File: config.mk
export PLATFORM = sky130hd
export DESIGN_NAME = int4_dot_product_row_scale_top_flat
export DESIGN_NICKNAME = d
export VERILOG_FILES = /design/src/sv/i4dp_pkg.sv /design/src/sv/i4dp_req_if.sv /design/src/sv/i4dp_rsp_if.sv /design/src/sv/i4dp_csr_if.sv /design/src/sv/int4_dot_product_row_scale_top.sv /design/src/sv/i4dp_lane.sv /design/src/sv/i4dp_merge.sv /design/src/sv/i4dp_acc.sv /design/src/sv/i4dp_scale.sv /design/src/flat_wrapper.sv
export SDC_FILE = /design/constraint.sdc
export NUM_CORES = 2
export LEC_CHECK = 0
export BUFFER_PORTS_ARGS = -buffer_cell sky130_fd_sc_hd__buf_2
export CAP_MARGIN = 20
export CELL_PAD_IN_SITES_DETAIL_PLACEMENT = 0
export CELL_PAD_IN_SITES_GLOBAL_PLACEMENT = 1
export CORE_MARGIN = 3
export CORE_UTILIZATION = 56
export DETAILED_ROUTE_END_ITERATION = 10
export PLACE_DENSITY = 0.86
export SYNTH_ARGS = -nofsm -noshare
export SYNTH_HDL_FRONTEND = slang
export SYNTH_SLANG_ARGS = --single-unit
File: constraint.sdc
create_clock -name clock -period 10.7 [get_ports clock]
set_input_delay 1.605 -clock clock [delete_from_list [all_inputs] [get_ports clock]]
set_output_delay 1.605 -clock clock [all_outputs]
set_load 0.01 [all_outputs]
File: src/sv/i4dp_pkg.sv
package i4dp_pkg;

   localparam int NIB_BITS         = 4;
   localparam int DIFF_BITS        = 5;
   localparam int SCALE_BITS       = 16;
   localparam int FRAC_BITS        = 12;
   localparam int RES_BITS         = 32;
   // nibbles past bit 63 of the weight word read as zero
   localparam int WORD_NIBBLES_MAX = 16;

   localparam logic [NIB_BITS-1:0] ZERO_POINT_RESET = 4'd8;

   localparam logic signed [RES_BITS-1:0] RES_MAX = 32'sh7fff_ffff;
   localparam logic signed [RES_BITS-1:0] RES_MIN = 32'sh8000_0000;

   // accumulator magnitude at or above 2^47 saturates the scaled result when the row scale is nonzero
   localparam logic signed [64:0] BIG_LIMIT = 65'sd140737488355328;

   typedef struct packed {
      logic                          valid;
      logic                          row_end;
      logic signed [SCALE_BITS-1:0]  row_scale;
   } item_tag_type;

   typedef struct packed {
      logic                          valid;
      logic                          overflow;
      logic signed [SCALE_BITS-1:0]  row_scale;
   } row_tag_type;

endpackage

File: src/sv/i4dp_req_if.sv
interface i4dp_req_if #(
   parameter int NIBBLES_PER_ITEM = 8,
   parameter int ACT_BITS         = 16
);
   logic                                         valid;
   logic                                         ready;
   logic [i4dp_pkg::NIB_BITS*NIBBLES_PER_ITEM-1:0] weight_word;
   // act_k at bits (k+1)*ACT_BITS-1 .. k*ACT_BITS, each signed
   logic [NIBBLES_PER_ITEM*ACT_BITS-1:0]          act;
   logic signed [i4dp_pkg::SCALE_BITS-1:0]        row_scale;
   logic                                         row_end;

   modport source (output valid, weight_word, act, row_scale, row_end, input ready);
   modport sink   (input valid, weight_word, act, row_scale, row_end, output ready);
endinterface

File: src/sv/i4dp_rsp_if.sv
interface i4dp_rsp_if;
   logic                                  valid;
   logic                                  ready;
   logic signed [i4dp_pkg::RES_BITS-1:0]  row_result;
   logic                                  saturated;

   modport source (output valid, row_result, saturated, input ready);
   modport sink   (input valid, row_result, saturated, output ready);
endinterface

File: src/sv/i4dp_csr_if.sv
interface i4dp_csr_if;
   logic                               valid;
   logic                               ready;
   logic [i4dp_pkg::NIB_BITS-1:0]      weight_zero_point;

   modport source (output valid, weight_zero_point, input ready);
   modport sink   (input valid, weight_zero_point, output ready);
endinterface

File: src/sv/int4_dot_product_row_scale_top.sv
// Row ends pass lane, merge, row-hold, scale and rsp registers. Throughput:
// one item per cycle unless rsp stalls; the lane multipliers, merge adder and
// accumulator each take one item a cycle, the accumulate loop is a single add.
// Only row-end items produce a transfer on rsp; other items leave no result.
// Reset (synchronous): accumulator, overflow flag and all valids clear,
// zero point returns to 8.
module int4_dot_product_row_scale_top #(
   parameter int NIBBLES_PER_ITEM = 8,
   parameter int ACT_BITS         = 16,
   parameter int ACC_BITS         = 48
) (
   input  logic           clock,
   input  logic           reset,
   i4dp_req_if.sink       req_chan,
   i4dp_rsp_if.source     rsp_chan,
   i4dp_csr_if.sink       csr_chan
);
   import i4dp_pkg::*;

   localparam int PROD_BITS = ACT_BITS + DIFF_BITS;
   localparam int SUM_BITS  = PROD_BITS + $clog2(NIBBLES_PER_ITEM);

   // ---------------------------------------------------------------------
   // Configuration: always ready, one register
   // ---------------------------------------------------------------------
   logic [NIB_BITS-1:0] zero_point_ff;

   assign csr_chan.ready = 1'b1;

   always_ff @(posedge clock) begin
      if (reset) begin
         zero_point_ff <= ZERO_POINT_RESET;
      end else if (csr_chan.valid) begin
         zero_point_ff <= csr_chan.weight_zero_point;
      end
   end

   // ---------------------------------------------------------------------
   // Pipeline control. Each stage loads when empty or when its content
   // moves on. Stage 1 = lane products, stage 2 = merged item sum,
   // stage 3 = held row total, stage 4 = scale product, then rsp register.
   // ---------------------------------------------------------------------
   item_tag_type tag1_ff;
   item_tag_type tag2_ff;
   row_tag_type  row_tag;
   logic signed [ACC_BITS-1:0] row_acc;
   logic         load1;
   logic         load2;
   logic         take;      // stage 2 item consumed by the accumulator
   logic         load4;

   assign load2          = !tag2_ff.valid || take;
   assign load1          = !tag1_ff.valid || load2;
   assign req_chan.ready = load1;

   always_ff @(posedge clock) begin
      if (reset) begin
         tag1_ff.valid <= 1'b0;
         tag2_ff.valid <= 1'b0;
      end else begin
         if (load1) begin
            tag1_ff.valid <= req_chan.valid;
         end
         if (load2) begin
            tag2_ff.valid <= tag1_ff.valid;
         end
      end
   end

   // tag payload: row marker and scale ride alongside the lanes
   always_ff @(posedge clock) begin
      if (load1) begin
         tag1_ff.row_end   <= req_chan.row_end;
         tag1_ff.row_scale <= req_chan.row_scale;
      end
      if (load2) begin
         tag2_ff.row_end   <= tag1_ff.row_end;
         tag2_ff.row_scale <= tag1_ff.row_scale;
      end
   end

   // ---------------------------------------------------------------------
   // Lanes: one nibble x activation product each
   // ---------------------------------------------------------------------
   logic signed [PROD_BITS-1:0] products [NIBBLES_PER_ITEM];
   logic [NIB_BITS-1:0]         nibbles  [NIBBLES_PER_ITEM];

   for (genvar k = 0; k < NIBBLES_PER_ITEM; k++) begin : g_lane
      if (k < WORD_NIBBLES_MAX) begin : g_nib
         assign nibbles[k] = req_chan.weight_word[k*NIB_BITS +: NIB_BITS];
      end else begin : g_zero
         assign nibbles[k] = '0;
      end

      i4dp_lane #(
         .ACT_BITS (ACT_BITS)
      ) u_lane (
         .clock      (clock),
         .load       (load1),
         .zero_point (zero_point_ff),
         .nibble     (nibbles[k]),
         .act        ($signed(req_chan.act[k*ACT_BITS +: ACT_BITS])),
         .product_ff (products[k])
      );
   end

   // ---------------------------------------------------------------------
   // Merge: exact item sum of the lane products
   // ---------------------------------------------------------------------
   logic signed [SUM_BITS-1:0] item_sum;

   i4dp_merge #(
      .NIBBLES_PER_ITEM (NIBBLES_PER_ITEM),
      .ACT_BITS         (ACT_BITS)
   ) u_merge (
      .clock    (clock),
      .load     (load2),
      .products (products),
      .sum_ff   (item_sum)
   );

   // ---------------------------------------------------------------------
   // Saturating row accumulator; row end hands the total to the scaler
   // ---------------------------------------------------------------------
   i4dp_acc #(
      .NIBBLES_PER_ITEM (NIBBLES_PER_ITEM),
      .ACT_BITS         (ACT_BITS),
      .ACC_BITS         (ACC_BITS)
   ) u_acc (
      .clock      (clock),
      .reset      (reset),
      .tag        (tag2_ff),
      .sum        (item_sum),
      .next_load  (load4),
      .take       (take),
      .row_ff     (row_tag),
      .row_acc_ff (row_acc)
   );

   // ---------------------------------------------------------------------
   // Row scale: multiply, floor shift by 12, clamp to 32 bits
   // ---------------------------------------------------------------------
   i4dp_scale #(
      .ACC_BITS (ACC_BITS)
   ) u_scale (
      .clock         (clock),
      .reset         (reset),
      .row           (row_tag),
      .row_acc       (row_acc),
      .rsp_ready     (rsp_chan.ready),
      .load          (load4),
      .rsp_valid_ff  (rsp_chan.valid),
      .row_result_ff (rsp_chan.row_result),
      .saturated_ff  (rsp_chan.saturated)
   );

   // ---------------------------------------------------------------------
   // Checks
   // ---------------------------------------------------------------------
   // input only stalls when a result waits on rsp
   a_stall_source: assert property (@(posedge clock) disable iff (reset)
      !req_chan.ready |-> (rsp_chan.valid && !rsp_chan.ready))
      else $error("input stalled without rsp back-pressure");

   // items that are not row ends never wait at the accumulator
   a_mid_row_flows: assert property (@(posedge clock) disable iff (reset)
      (tag2_ff.valid && !tag2_ff.row_end) |-> take)
      else $error("mid-row item held at accumulator");

   // a held row total stays put while the scaler is blocked
   a_row_hold: assert property (@(posedge clock) disable iff (reset)
      (row_tag.valid && !load4) |=> (row_tag.valid && $stable(row_acc)))
      else $error("row total changed while held");

endmodule

File: src/sv/i4dp_lane.sv
module i4dp_lane #(
   parameter int ACT_BITS = 16
) (
   input  logic                                          clock,
   input  logic                                          load,
   input  logic [i4dp_pkg::NIB_BITS-1:0]                 zero_point,
   input  logic [i4dp_pkg::NIB_BITS-1:0]                 nibble,
   input  logic signed [ACT_BITS-1:0]                    act,
   output logic signed [ACT_BITS+i4dp_pkg::DIFF_BITS-1:0] product_ff
);
   import i4dp_pkg::*;

   localparam int PROD_BITS = ACT_BITS + DIFF_BITS;

   logic signed [DIFF_BITS-1:0] diff;
   logic signed [PROD_BITS-1:0] product_in;

   // range -15..15
   assign diff       = $signed({1'b0, nibble}) - $signed({1'b0, zero_point});
   assign product_in = PROD_BITS'(diff) * PROD_BITS'(act);

   always_ff @(posedge clock) begin
      if (load) begin
         product_ff <= product_in;
      end
   end

endmodule

File: src/sv/i4dp_merge.sv
module i4dp_merge #(
   parameter int NIBBLES_PER_ITEM = 8,
   parameter int ACT_BITS         = 16
) (
   input  logic clock,
   input  logic load,
   input  logic signed [ACT_BITS+i4dp_pkg::DIFF_BITS-1:0] products [NIBBLES_PER_ITEM],
   output logic signed [ACT_BITS+i4dp_pkg::DIFF_BITS+$clog2(NIBBLES_PER_ITEM)-1:0] sum_ff
);
   import i4dp_pkg::*;

   localparam int SUM_BITS = ACT_BITS + DIFF_BITS + $clog2(NIBBLES_PER_ITEM);

   logic signed [SUM_BITS-1:0] sum_in;

   always_comb begin
      sum_in = '0;
      for (int k = 0; k < NIBBLES_PER_ITEM; k++) begin
         sum_in = sum_in + SUM_BITS'(products[k]);
      end
   end

   always_ff @(posedge clock) begin
      if (load) begin
         sum_ff <= sum_in;
      end
   end

endmodule

File: src/sv/i4dp_acc.sv
module i4dp_acc #(
   parameter int NIBBLES_PER_ITEM = 8,
   parameter int ACT_BITS         = 16,
   parameter int ACC_BITS         = 48
) (
   input  logic                          clock,
   input  logic                          reset,
   input  i4dp_pkg::item_tag_type        tag,
   input  logic signed [ACT_BITS+i4dp_pkg::DIFF_BITS+$clog2(NIBBLES_PER_ITEM)-1:0] sum,
   input  logic                          next_load,
   output logic                          take,
   output i4dp_pkg::row_tag_type         row_ff,
   output logic signed [ACC_BITS-1:0]    row_acc_ff
);
   import i4dp_pkg::*;

   localparam int SUM_BITS  = ACT_BITS + DIFF_BITS + $clog2(NIBBLES_PER_ITEM);
   localparam int WIDE_BITS = ((ACC_BITS > SUM_BITS) ? ACC_BITS : SUM_BITS) + 1;
   localparam logic signed [ACC_BITS-1:0] ACC_MAX = {1'b0, {(ACC_BITS-1){1'b1}}};
   localparam logic signed [ACC_BITS-1:0] ACC_MIN = {1'b1, {(ACC_BITS-1){1'b0}}};

   logic signed [ACC_BITS-1:0]  acc_ff;
   logic                        overflow_ff;
   logic signed [WIDE_BITS-1:0] wide;
   logic                        over;
   logic                        under;
   logic signed [ACC_BITS-1:0]  acc_in;
   logic                        load;

   assign wide  = WIDE_BITS'(acc_ff) + WIDE_BITS'(sum);
   assign over  = wide > WIDE_BITS'(ACC_MAX);
   assign under = wide < WIDE_BITS'(ACC_MIN);

   always_comb begin
      if (over) begin
         acc_in = ACC_MAX;
      end else if (under) begin
         acc_in = ACC_MIN;
      end else begin
         acc_in = ACC_BITS'(wide);
      end
   end

   // row holding register frees when the scaler takes it
   assign load = !row_ff.valid || next_load;
   // ordinary items never wait; a row end waits for the holding register
   assign take = tag.valid && (!tag.row_end || load);

   always_ff @(posedge clock) begin
      if (reset) begin
         acc_ff       <= '0;
         overflow_ff  <= 1'b0;
         row_ff.valid <= 1'b0;
      end else begin
         if (take) begin
            if (tag.row_end) begin
               acc_ff      <= '0;
               overflow_ff <= 1'b0;
            end else begin
               acc_ff      <= acc_in;
               overflow_ff <= overflow_ff | over | under;
            end
         end
         if (load) begin
            row_ff.valid <= tag.valid && tag.row_end;
         end
      end
   end

   always_ff @(posedge clock) begin
      if (take && tag.row_end) begin
         row_acc_ff         <= acc_in;
         row_ff.overflow    <= overflow_ff | over | under;
         row_ff.row_scale   <= tag.row_scale;
      end
   end

endmodule

File: src/sv/i4dp_scale.sv
module i4dp_scale #(
   parameter int ACC_BITS = 48
) (
   input  logic                                   clock,
   input  logic                                   reset,
   input  i4dp_pkg::row_tag_type                  row,
   input  logic signed [ACC_BITS-1:0]             row_acc,
   input  logic                                   rsp_ready,
   output logic                                   load,
   output logic                                   rsp_valid_ff,
   output logic signed [i4dp_pkg::RES_BITS-1:0]   row_result_ff,
   output logic                                   saturated_ff
);
   import i4dp_pkg::*;

   localparam int PROD_BITS = ACC_BITS + SCALE_BITS;

   logic                        mult_valid_ff;
   logic signed [PROD_BITS-1:0] prod_ff;
   logic                        big_ff;
   logic                        neg_ff;
   logic                        overflow_ff;

   logic signed [64:0]          acc_ext;
   logic                        big_in;
   logic                        out_load;
   logic signed [PROD_BITS-1:0] quot;
   logic signed [RES_BITS-1:0]  result_in;
   logic                        sat_in;

   assign out_load = !rsp_valid_ff || rsp_ready;
   assign load     = !mult_valid_ff || out_load;

   assign acc_ext = 65'(row_acc);
   assign big_in  = (acc_ext >= BIG_LIMIT || acc_ext <= -BIG_LIMIT) && (row.row_scale != '0);

   always_ff @(posedge clock) begin
      if (reset) begin
         mult_valid_ff <= 1'b0;
         rsp_valid_ff  <= 1'b0;
      end else begin
         if (load) begin
            mult_valid_ff <= row.valid;
         end
         if (out_load) begin
            rsp_valid_ff <= mult_valid_ff;
         end
      end
   end

   always_ff @(posedge clock) begin
      if (load) begin
         prod_ff     <= PROD_BITS'(row_acc) * PROD_BITS'(row.row_scale);
         big_ff      <= big_in;
         neg_ff      <= row_acc[ACC_BITS-1] ^ row.row_scale[SCALE_BITS-1];
         overflow_ff <= row.overflow;
      end
   end

   // arithmetic shift gives the floor
   assign quot = prod_ff >>> FRAC_BITS;

   always_comb begin
      if (big_ff) begin
         result_in = neg_ff ? RES_MIN : RES_MAX;
         sat_in    = 1'b1;
      end else if (quot > PROD_BITS'(RES_MAX)) begin
         result_in = RES_MAX;
         sat_in    = 1'b1;
      end else if (quot < PROD_BITS'(RES_MIN)) begin
         result_in = RES_MIN;
         sat_in    = 1'b1;
      end else begin
         result_in = quot[RES_BITS-1:0];
         sat_in    = overflow_ff;
      end
   end

   always_ff @(posedge clock) begin
      if (out_load && mult_valid_ff) begin
         row_result_ff <= result_in;
         saturated_ff  <= sat_in | overflow_ff;
      end
   end

endmodule
File: src/flat_wrapper.sv
// flat-port wrapper written by rule: the top's interface ports become plain ports
module int4_dot_product_row_scale_top_flat import i4dp_pkg::*;
#(
   parameter int NIBBLES_PER_ITEM = 8,
   parameter int ACT_BITS         = 16,
   parameter int ACC_BITS         = 48
)
  (clock, reset, req_chan_valid, req_chan_weight_word, req_chan_act, req_chan_row_scale, req_chan_row_end, req_chan_ready, rsp_chan_valid, rsp_chan_row_result, rsp_chan_saturated, rsp_chan_ready, csr_chan_valid, csr_chan_weight_zero_point, csr_chan_ready);
  i4dp_req_if #(.NIBBLES_PER_ITEM(NIBBLES_PER_ITEM), .ACT_BITS(ACT_BITS)) req_chan_i ();
  i4dp_rsp_if rsp_chan_i ();
  i4dp_csr_if csr_chan_i ();
  input  logic clock;
  input  logic reset;
  input wire logic [$bits(req_chan_i.valid)-1:0] req_chan_valid;
  input wire logic [$bits(req_chan_i.weight_word)-1:0] req_chan_weight_word;
  input wire logic [$bits(req_chan_i.act)-1:0] req_chan_act;
  input wire logic [$bits(req_chan_i.row_scale)-1:0] req_chan_row_scale;
  input wire logic [$bits(req_chan_i.row_end)-1:0] req_chan_row_end;
  output wire logic [$bits(req_chan_i.ready)-1:0] req_chan_ready;
  output wire logic [$bits(rsp_chan_i.valid)-1:0] rsp_chan_valid;
  output wire logic [$bits(rsp_chan_i.row_result)-1:0] rsp_chan_row_result;
  output wire logic [$bits(rsp_chan_i.saturated)-1:0] rsp_chan_saturated;
  input wire logic [$bits(rsp_chan_i.ready)-1:0] rsp_chan_ready;
  input wire logic [$bits(csr_chan_i.valid)-1:0] csr_chan_valid;
  input wire logic [$bits(csr_chan_i.weight_zero_point)-1:0] csr_chan_weight_zero_point;
  output wire logic [$bits(csr_chan_i.ready)-1:0] csr_chan_ready;
  assign req_chan_i.valid = req_chan_valid;
  assign req_chan_i.weight_word = req_chan_weight_word;
  assign req_chan_i.act = req_chan_act;
  assign req_chan_i.row_scale = req_chan_row_scale;
  assign req_chan_i.row_end = req_chan_row_end;
  assign req_chan_ready = req_chan_i.ready;
  assign rsp_chan_valid = rsp_chan_i.valid;
  assign rsp_chan_row_result = rsp_chan_i.row_result;
  assign rsp_chan_saturated = rsp_chan_i.saturated;
  assign rsp_chan_i.ready = rsp_chan_ready;
  assign csr_chan_i.valid = csr_chan_valid;
  assign csr_chan_i.weight_zero_point = csr_chan_weight_zero_point;
  assign csr_chan_ready = csr_chan_i.ready;
  int4_dot_product_row_scale_top #(.NIBBLES_PER_ITEM(NIBBLES_PER_ITEM), .ACT_BITS(ACT_BITS), .ACC_BITS(ACC_BITS)) u_core (.clock(clock), .reset(reset), .req_chan(req_chan_i), .rsp_chan(rsp_chan_i), .csr_chan(csr_chan_i));
endmodule
==> key figures <==
Global route
  • GRT overflow: 0
  • Vias in the first global route: 51,940
  • Largest net degree at the start of global routing: 137
  • Initial antenna violation count: 11
  • First-pass GRT wire length: 275,300 µm
  • Total GRT Usage: 27.44%

Placement
  • HPWL after detailed placement: 134,200 µm
  • IO Port Bufs: 220
  • Routability cong.: 0.9115
  • Pre-CTS WS: 2750 ps

Hold path
  • Min-Delay Startpoint: u_core.tag1_ff[7]
  • Hold Crit Depth: 0
  • Type of the worst min-delay path: reg2reg
  • Min-Delay Endpoint: u_core.tag2_ff[7]

Critical path
  • Worst Setup Start Kind: register
  • WP data arrival: 8260 ps
  • Max stage delay on crit path: 890 ps
  • Start point of the critical path: u_core.u_acc.row_ff[7]
  • Reg2Reg Capture Point: u_core.u_scale.prod_ff[63]
  • Worst Setup End Kind: register
  • Slowest stage cell, crit path: edfxtp_1
  • Worst Path Buf+Inv: 4
  • WS Path Type: reg2reg
  • Worst path cell trace: buf_4, nand2_1, fa_1, inv_1, fa_1, fa_1, fa_1, fa_1, inv_1, fa_1, inv_1, ha_1, a21o_1, a21o_1, a21oi_1, o21ai_0, a31oi_1, nand2_1, o21ai_1, o211ai_1, a21oi_1, o211ai_1
  • Crit Path Max Fanout: 31
  • R2R setup slack: 2810 ps
  • Delay-heaviest family, CP: adder cells
  • R2R cell count: 22
  • CP required: 11,070 ps
  • Cell mode on critical path: fa_1
  • R2R Path Start: u_core.u_acc.row_ff[7]

STA
  • Final setup margin: 2812 ps
  • Final Slew Violations: 0
  • Setup TNS: 0 ps
  • Skew final: 40.24 ps
  • Tcrit/Tclk final: 73.72%
  • Fin. Hold Viols: 0
  • Worst Max-Slew Pin Slew: 1081 ps
  • RSZ-0062 raised after global routing: false
  • Tmin final: 7888 ps
  • F_max: 126.8 MHz
  • Final setup fails: 0
  • Normalized max-slew margin: 27.95%
  • Worst hold slack: 418.0 ps

Clocking
  • H-tree lvl count: 2
  • Worst-skew pair later-pin latency: 680 ps
  • Clock sinks: 437
  • Cts repair resizes: 0
  • CTS root buffer: clkbuf_16
  • Clock slew at reported path FFs: 70 ps
  • CTS Buf Count: 54
  • CTS tree: built
  • Hold buffers post-CTS: 0
  • Max clock buf depth: 3
  • Setup bufs post-CTS: 0

Die
  • Die W: 357.1 µm
  • Die area: 127,600 µm²
  • IO Pins: 222
  • Core Box Area: 122,000 µm²
  • Core Rows: 128
  • Die H: 357.1 µm
  • Initial Util: 56.58%

Final layout
  • Area grow syn2layout: 6.741%
  • Layout cells sized above 1: 5.630%
  • Layout Nets: 9,214
  • Post-layout util: 60.40%

Logic synthesis
  • Syn nets: 9,122
  • FFs w/ async S/R, synth: 0%
  • Most common flop cell mapped by yosys: edfxtp_1
  • Yosys reg bits: 437
  • Number of distinct library cells after synthesis: 86
  • Sequential share of the synthesized area: 18.16%
  • Ys Warns: 0
  • Mapped Cells: 7,145
  • Synthesized cell area: 69,050 µm²
  • Post-synthesis average cell area: 9.664 µm²
  • Post-synth EDFFs: 379

Route
  • # DRC: 0
  • Vias/cell: 5.410
  • WL final: 168,100 µm
  • Vias: 48,260
  • 1st-pass router iterations: 7
  • Post-route ant nets: 0
  • DRT iter0 DRCs: 3,030
  • WL/cell: 18.85 µm

Flow run
  • Max-capacitance violation count: 0

Run status
  • Status: complete, no violations
-- placed cells by master, fill, tap and decap left out, types with 42 or more instances in the layout --
master,n
a31oi_1,45
buf_2,220
and3_1,42
a21oi_1,207
edfxtp_1,379
buf_4,57
xor2_1,59
xnor2_1,213
a21o_1,137
nand2_1,820
clkbuf_16,56
dfxtp_1,58
and2_1,428
o21ai_0,108
nor2b_1,163
nor3_1,49
inv_1,1573
fa_1,1254
ha_1,537
nand2b_1,156
nand3_1,58
nor2_1,194
-- metrics by stage --
step | area, µm² | cells
floorplan | 69050 | 7145
global route | 73680 | 8911
finish | 73700 | 8920
CTS | 73570 | 8902
global placement | 71700 | 8798
detailed placement | 71730 | 8801
-- layer usage --
layer	GRT usage [%]	wire length, µm	up-vias
met1	35.67	68690	24240
met2	46.32	81050	1469
li1	-	-	22280
met5	0	0	-
met3	4.941	11450	268
met4	9.752	6918	0
-- synthesized netlist by cell type, types with 7 or more instances --
| master | number | area [µm²] |
|---|---|---|
| nor3_1 | 49 | 245.2 |
| nor4_1 | 25 | 156.4 |
| or3_1 | 21 | 131.4 |
| nand2_1 | 822 | 3085 |
| a21boi_0 | 21 | 157.7 |
| dfxtp_1 | 58 | 1161 |
| fa_1 | 1254 | 25100 |
| maj3_1 | 41 | 410.4 |
| a21o_1 | 137 | 1028 |
| nand3_1 | 58 | 290.3 |
| nor2b_1 | 164 | 1026 |
| o21ai_1 | 27 | 135.1 |
| a2111oi_0 | 7 | 61.31 |
| o31ai_1 | 16 | 120.1 |
| buf_1 | 10 | 37.54 |
| a21oi_1 | 209 | 1046 |
| nand2b_1 | 156 | 975.9 |
| clkbuf_1 | 216 | 810.8 |
| a221o_1 | 11 | 110.1 |
| o21ai_0 | 108 | 540.5 |
| xor2_1 | 59 | 516.8 |
| o21bai_1 | 29 | 217.7 |
| ha_1 | 537 | 6719 |
| a211o_1 | 8 | 70.07 |
| o211a_1 | 8 | 80.08 |
| inv_1 | 1574 | 5908 |
| nand4_1 | 31 | 193.9 |
| edfxtp_1 | 379 | 11380 |
| a211oi_1 | 19 | 142.6 |
| buf_2 | 16 | 80.08 |
| nor2_1 | 195 | 732.0 |
| o21a_1 | 19 | 142.6 |
| o211ai_1 | 17 | 127.6 |
| and2_1 | 428 | 2678 |
| xnor2_1 | 213 | 1866 |
| and4_1 | 7 | 61.31 |
| a31oi_1 | 45 | 281.5 |
| and3_1 | 43 | 269.0 |
-- cell type report --
type / count / area (µm²)
repair buffers: 283 / 1659
well taps: 1625 / 2033
clock buffers: 65 / 1485
diodes: 13 / 32.53
inverters: 1576 / 5916
fillers: 10510 / 48330
clock inverters: 36 / 352.8
flip-flops and latches: 437 / 12540
multi-input cells: 4885 / 49680
-- worst max-delay path by stage --
stage | to | cells after the start
floorplan | req_chan_ready | 4
global placement | u_core.g_lane[6].u_lane.product_ff[18] | 23
detailed placement | u_core.g_lane[6].u_lane.product_ff[19] | 22
CTS | u_core.u_scale.prod_ff[63] | 22
global route | u_core.u_scale.prod_ff[63] | 22
finish | u_core.u_scale.prod_ff[63] | 22
-- state kept, by name, summed over array words and instances (netlist names), 4 cells and up --
signal                           flops
u_core.u_scale.prod_ff              52
u_core.u_merge.sum_ff               24
u_core.u_acc.row_ff                 18
u_core.g_lane.u_lane.product_ff    168
u_core.u_acc.acc_ff                 48
u_core.u_acc.row_acc_ff             48
u_core.zero_point_ff                 4
u_core.tag1_ff                      18
u_core.u_scale.row_result_ff        32
u_core.tag2_ff                      18
-- cell families after synthesis --
logic type      Yosys count  share of synthesized area, %
buf+inv                1823                         9.977
fa+ha+maj              1833                         46.70
compound gates          747                         7.056
xor+xnor                273                         3.474
flops                   437                         18.16
other cells               1                      0.005431
mux                       7                        0.1033
simple gates           2024                         14.52
Power is not shown: default switching activity piles up to over one toggle a cycle in this logic, so the estimate is an artifact.
